`src/rtl/core/aes_pkg.sv`:
```
//------------------------------------------------------------------------------
// aes_pkg
// Shared constants, types and round functions of the AES block encrypt core.
//------------------------------------------------------------------------------
package aes_pkg;

	localparam int MaxRoundsDefault = 14;
	localparam int MinRounds        = 10;
	localparam int CntW             = 4;

	typedef enum logic [0:0] {
		CMD_LOAD    = 1'b0,
		CMD_ENCRYPT = 1'b1
	} cmd_t;

	// Key store write request
	typedef struct packed {
		logic        we;
		logic [4:0]  waddr;
		logic [63:0] wdata;
	} key_wr_t;

	function automatic logic [7:0] xtime(input logic [7:0] a);
		xtime = {a[6:0], 1'b0} ^ (a[7] ? 8'h1b : 8'h00);
	endfunction

	// Forward S-box
	function automatic logic [7:0] sbox(input logic [7:0] v);
		logic [7:0] t [256];
		t = '{
		8'h63,8'h7c,8'h77,8'h7b,8'hf2,8'h6b,8'h6f,8'hc5,8'h30,8'h01,8'h67,8'h2b,8'hfe,8'hd7,8'hab,8'h76,
		8'hca,8'h82,8'hc9,8'h7d,8'hfa,8'h59,8'h47,8'hf0,8'had,8'hd4,8'ha2,8'haf,8'h9c,8'ha4,8'h72,8'hc0,
		8'hb7,8'hfd,8'h93,8'h26,8'h36,8'h3f,8'hf7,8'hcc,8'h34,8'ha5,8'he5,8'hf1,8'h71,8'hd8,8'h31,8'h15,
		8'h04,8'hc7,8'h23,8'hc3,8'h18,8'h96,8'h05,8'h9a,8'h07,8'h12,8'h80,8'he2,8'heb,8'h27,8'hb2,8'h75,
		8'h09,8'h83,8'h2c,8'h1a,8'h1b,8'h6e,8'h5a,8'ha0,8'h52,8'h3b,8'hd6,8'hb3,8'h29,8'he3,8'h2f,8'h84,
		8'h53,8'hd1,8'h00,8'hed,8'h20,8'hfc,8'hb1,8'h5b,8'h6a,8'hcb,8'hbe,8'h39,8'h4a,8'h4c,8'h58,8'hcf,
		8'hd0,8'hef,8'haa,8'hfb,8'h43,8'h4d,8'h33,8'h85,8'h45,8'hf9,8'h02,8'h7f,8'h50,8'h3c,8'h9f,8'ha8,
		8'h51,8'ha3,8'h40,8'h8f,8'h92,8'h9d,8'h38,8'hf5,8'hbc,8'hb6,8'hda,8'h21,8'h10,8'hff,8'hf3,8'hd2,
		8'hcd,8'h0c,8'h13,8'hec,8'h5f,8'h97,8'h44,8'h17,8'hc4,8'ha7,8'h7e,8'h3d,8'h64,8'h5d,8'h19,8'h73,
		8'h60,8'h81,8'h4f,8'hdc,8'h22,8'h2a,8'h90,8'h88,8'h46,8'hee,8'hb8,8'h14,8'hde,8'h5e,8'h0b,8'hdb,
		8'he0,8'h32,8'h3a,8'h0a,8'h49,8'h06,8'h24,8'h5c,8'hc2,8'hd3,8'hac,8'h62,8'h91,8'h95,8'he4,8'h79,
		8'he7,8'hc8,8'h37,8'h6d,8'h8d,8'hd5,8'h4e,8'ha9,8'h6c,8'h56,8'hf4,8'hea,8'h65,8'h7a,8'hae,8'h08,
		8'hba,8'h78,8'h25,8'h2e,8'h1c,8'ha6,8'hb4,8'hc6,8'he8,8'hdd,8'h74,8'h1f,8'h4b,8'hbd,8'h8b,8'h8a,
		8'h70,8'h3e,8'hb5,8'h66,8'h48,8'h03,8'hf6,8'h0e,8'h61,8'h35,8'h57,8'hb9,8'h86,8'hc1,8'h1d,8'h9e,
		8'he1,8'hf8,8'h98,8'h11,8'h69,8'hd9,8'h8e,8'h94,8'h9b,8'h1e,8'h87,8'he9,8'hce,8'h55,8'h28,8'hdf,
		8'h8c,8'ha1,8'h89,8'h0d,8'hbf,8'he6,8'h42,8'h68,8'h41,8'h99,8'h2d,8'h0f,8'hb0,8'h54,8'hbb,8'h16};
		sbox = t[v];
	endfunction

	// One AES round on a 128-bit state, byte i in bits 8i+7:8i (no key add)
	function automatic logic [127:0] round_fn(input logic [127:0] s, input logic mix);
		logic [7:0] t [16];
		logic [7:0] a0, a1, a2, a3;
		logic [127:0] o;
		for (int c = 0; c < 4; c++)
			for (int r = 0; r < 4; r++)
				t[r + 4*c] = sbox(s[8*(r + 4*((c + r) % 4)) +: 8]);
		for (int c = 0; c < 4; c++) begin
			a0 = t[4*c]; a1 = t[4*c+1]; a2 = t[4*c+2]; a3 = t[4*c+3];
			if (mix) begin
				o[8*(4*c)   +: 8] = xtime(a0) ^ xtime(a1) ^ a1 ^ a2 ^ a3;
				o[8*(4*c+1) +: 8] = a0 ^ xtime(a1) ^ xtime(a2) ^ a2 ^ a3;
				o[8*(4*c+2) +: 8] = a0 ^ a1 ^ xtime(a2) ^ xtime(a3) ^ a3;
				o[8*(4*c+3) +: 8] = xtime(a0) ^ a0 ^ a1 ^ a2 ^ xtime(a3);
			end else begin
				o[8*(4*c)   +: 8] = a0;
				o[8*(4*c+1) +: 8] = a1;
				o[8*(4*c+2) +: 8] = a2;
				o[8*(4*c+3) +: 8] = a3;
			end
		end
		round_fn = o;
	endfunction

endpackage

```
`src/rtl/core/aes_key_mem.sv`:
```
//------------------------------------------------------------------------------
// aes_key_mem
// Round-key store: two synchronous 64-bit banks (low and high halves),
// one write port, one registered read port per bank.
//------------------------------------------------------------------------------
module aes_key_mem #(
	parameter int MAX_ROUNDS = aes_pkg::MaxRoundsDefault,
	localparam int Depth = MAX_ROUNDS + 1,
	localparam int AW = $clog2(Depth)
) (
	input  logic             clk,
	input  aes_pkg::key_wr_t wr,
	input  logic [AW-1:0]    raddr,
	output logic [127:0]     rdata
);
	logic [63:0] mem_lo [Depth];
	logic [63:0] mem_hi [Depth];

	// write: entry bit 0 picks the bank
	always_ff @(posedge clk) begin
		if (wr.we && !wr.waddr[0]) mem_lo[wr.waddr[AW:1]] <= wr.wdata;
		if (wr.we &&  wr.waddr[0]) mem_hi[wr.waddr[AW:1]] <= wr.wdata;
	end

	// read, registered
	always_ff @(posedge clk) begin
		rdata <= {mem_hi[raddr], mem_lo[raddr]};
	end
endmodule

```
`config.mk`:
```
export PLATFORM = sky130hd
export DESIGN_NAME = aes_key_mem
export DESIGN_NICKNAME = d
export VERILOG_FILES = /design/src/rtl/core/aes_pkg.sv /design/src/rtl/core/aes_key_mem.sv
export SDC_FILE = /design/constraint.sdc
export NUM_CORES = 2
export LEC_CHECK = 0
export ABC_AREA = 1
export BUFFER_PORTS_ARGS = -buffer_cell sky130_fd_sc_hd__buf_2
export CELL_PAD_IN_SITES_DETAIL_PLACEMENT = 0
export CELL_PAD_IN_SITES_GLOBAL_PLACEMENT = 1
export CORE_ASPECT_RATIO = 0.5
export CORE_UTILIZATION = 51
export CTS_CLUSTER_SIZE = 24
export DETAILED_ROUTE_END_ITERATION = 10
export PLACE_DENSITY_LB_ADDON = 0.08
export SLEW_MARGIN = 40
export SYNTH_ARGS = -nofsm -noshare
export SYNTH_HDL_FRONTEND = slang
export SYNTH_SLANG_ARGS = --single-unit
```
`constraint.sdc`:
```
create_clock -name clk -period 5.5 [get_ports clk]
set_input_delay 0.825 -clock clk [delete_from_list [all_inputs] [get_ports clk]]
set_output_delay 0.825 -clock clk [all_outputs]
set_load 0.05 [all_outputs]
```
==> impl_metrics.yaml <==
run_status:
  outcome: "completed"
routing:
  wirelength_um: 237000
  vias: 53200
  ant_nets: 0
  drc: 0
  first_iter_violations: 6082
  drt-vias-per-instance: 5.57
  firstDrtPassIters: 5
  wl_per_cell_um: 24.8
hold_path:
  hold_path.class: "in -> reg"
  holdCritStartpoint: "raddr[3]"
timing:
  period_share_pct: 50.1
  relSlewSlack_pct: 39.8
  worst_pin_slew_ns: 0.903
  rsz0062_at_grt: "no"
  hold_violations: 0
  slew_violations: 0
  setup_tns_ns: 0
  finalSetupViolCount: 0
  hold_ws_ns: 0.458
  finClkSkew_ns: 0.0290
  fin_crit_ns: 2.75
  worst_slack_ns: 2.75
  fmax_mhz: 363
logic_synthesis:
  synth_edf_count: 1920
  yosys.area.top_type: "edfxtp_1"
  ys_seq_area_share_pct: 73.9
  synth_area_leaders: "edfxtp_1 (71%), nand2_1 (13%), nand3_1 (6.9%)"
  async_reset_ff_share_pct: 0
  avgSynthCellArea_um2: 11.3
  syn-instance-count: 7191
  syn-num-nets: 7266
  mappedNetlistArea_um2: 81500
  yosysWarnings: 0
  synth.most_common_cell: "nand2_1"
  ys_top_cells_by_count: "nand2_1 (2,912), edfxtp_1 (1,920), nand3_1 (1,120)"
  ys_types: 15
  synth_top_area_share_pct: 70.7
  synth_flop_cell: "edfxtp_1"
  ys_ff_latch: 2048
clock_network:
  post_cts_resized: 0
  htreeDepth: 4
  clkLatencyLatePin_ns: 0.82
  clock_sinks: 2048
  postCtsHoldBufs: 0
  clockRootBuffer: "clkbuf_16"
  numCtsBuffers: 185
  cts.clk_slew.worst_paths_ns: 0.06
  cts_tree: "yes"
  clockBufferDepth: 4
  post_cts_buffers: 0
power_and_ir_drop:
  swShare_pct: 23.2
  ir_drop_uv: 255
  sequentialPowerShare_pct: 53.5
  p_leak_nw: 35.6
  power_density_nw_per_um2: 358
  combinationalPowerShare_pct: 7.0
  clkPwrFrac_pct: 39.5
  p_int_mw: 25.0
  p_total_mw: 32.6
  p_switching_mw: 7.58
die:
  row_count: 103
  die_area_um2: 162000
  die_h_um: 285
  core-area_um2: 158000
  initial_core_util_pct: 51.5
  die_width_um: 567
  io_pins: 203
worst_setup_path:
  startpoint: "rdata[99]"
  worst_ep_required_time_ns: 4.68
  cp-start-kind: "flip-flop"
  worstSetupPathType: "reg -> out"
  timing.rr.start: "mem_hi[9][29]"
  critPathMaxStageDelay_ns: 0.73
  path_max_fanout: 1
  end_kind: "primary output"
  crit_family: "flip-flops"
  worst_path_max_delay_cell: "dfxtp_1"
  path_buf_inv: 1
  crit_chain: "buf_2"
  arrival_ns: 1.93
placed_design:
  hpwlAfterDp_um: 120000
  port_buffers: 202
  dpl.cell_count: 9207
  place_area_um2: 85000
  place_congestion: 0.789
  dp_slack_ns: 2.39
global_route:
  grt_overflow_total: 0
  gr-usage-all-layers_pct: 29.2
  grt_start_max_net_pins: 172
  grt_pass1_vias: 49600
  grt_pass1_wl_um: 342000
  antenna_found_initial: 17
cells_and_area:
  final_cells: 9550
  postLayoutCellArea_um2: 91000
  fin_util_pct: 57.5
  drive_gt1_share_pct: 8.45
  nNetsFinal: 7372
  areaGrowthSynthToFinish_pct: 11.6
flow_run:
  cap_violations: 0
==> sequential cells by signal, indices dropped and copies added, names as in the netlist <==
name	flops
mem_hi	960
rdata	128
mem_lo	960
==> power by group through the flow <==
stage / Sequential [mW] / Combinational [mW] / Clock (mW)
2_1_floorplan: 18.1 / 1.05 / 0
3_3_place_gp: 17.8 / 2.25 / 0
3_5_place_dp: 17.8 / 2.28 / 0
4_1_cts: 17.5 / 2.28 / 13.0
5_1_grt: 17.5 / 2.48 / 13.7
6_report: 17.5 / 2.29 / 12.9
==> logic make-up after synthesis <==
family | count (synthesis) | synth area share, %
buf+inv | 836 | 4.52
flops | 2048 | 73.9
simple gates | 4303 | 21.6
compound gates | 4 | 0.0246
==> cells in the final DEF (no fill, tap or decap) <==
master / netlist / layout
inv_6: 0 / 2
buf_6: 20 / 14
nor2_1: 254 / 224
nor2_4: 0 / 30
inv_12: 0 / 2
o21ai_0: 4 / 4
inv_1: 435 / 434
nand2_2: 0 / 1
clkinv_8: 0 / 1
clkinv_2: 0 / 33
clkinvlp_4: 0 / 7
nand3_1: 1120 / 1120
buf_16: 0 / 9
buf_8: 0 / 7
buf_12: 0 / 42
clkbuf_1: 118 / 50
nand2_1: 2912 / 2911
edfxtp_1: 1920 / 1920
clkinv_1: 1 / 22
dfxtp_1: 128 / 128
bufinv_16: 0 / 16
clkbuf_16: 0 / 187
buf_4: 44 / 46
diode_2: 0 / 8
clkbuf_8: 0 / 17
buf_2: 184 / 198
or2_2: 17 / 17
==> area by class of cell <==
type	count	area, µm²
Fill cell	13000	67300
Sequential cell	2048	60200
Multi-Input combinational cell	4307	17800
Clock buffer	253	5090
Timing Repair Buffer	317	2700
Tap cell	2100	2630
Inverter	438	1690
Clock inverter	79	790
Antenna cell	8	20.0
==> per-layer routing <==
layer | share of wire [%] | track usage (%) | wire (µm)
met2 | 45 | 44.7 | 106000
met3 | 8.3 | 4.46 | 19600
met5 | 0.0072 | 0 | 17
met4 | 1.7 | 5.39 | 3950
met1 | 45 | 44.7 | 107000
==> path summary, 6_finish.rpt <==
check	slack, ns	to	depth (start not counted)
worst min register to register	0.60	rdata[106]	4
worst min-delay path	0.46	rdata[125]	3
worst max register to register	4.29	rdata[93]	8
worst max-delay path	2.75	rdata[99]	1
Note: power is estimated with default switching activity, not from simulation.
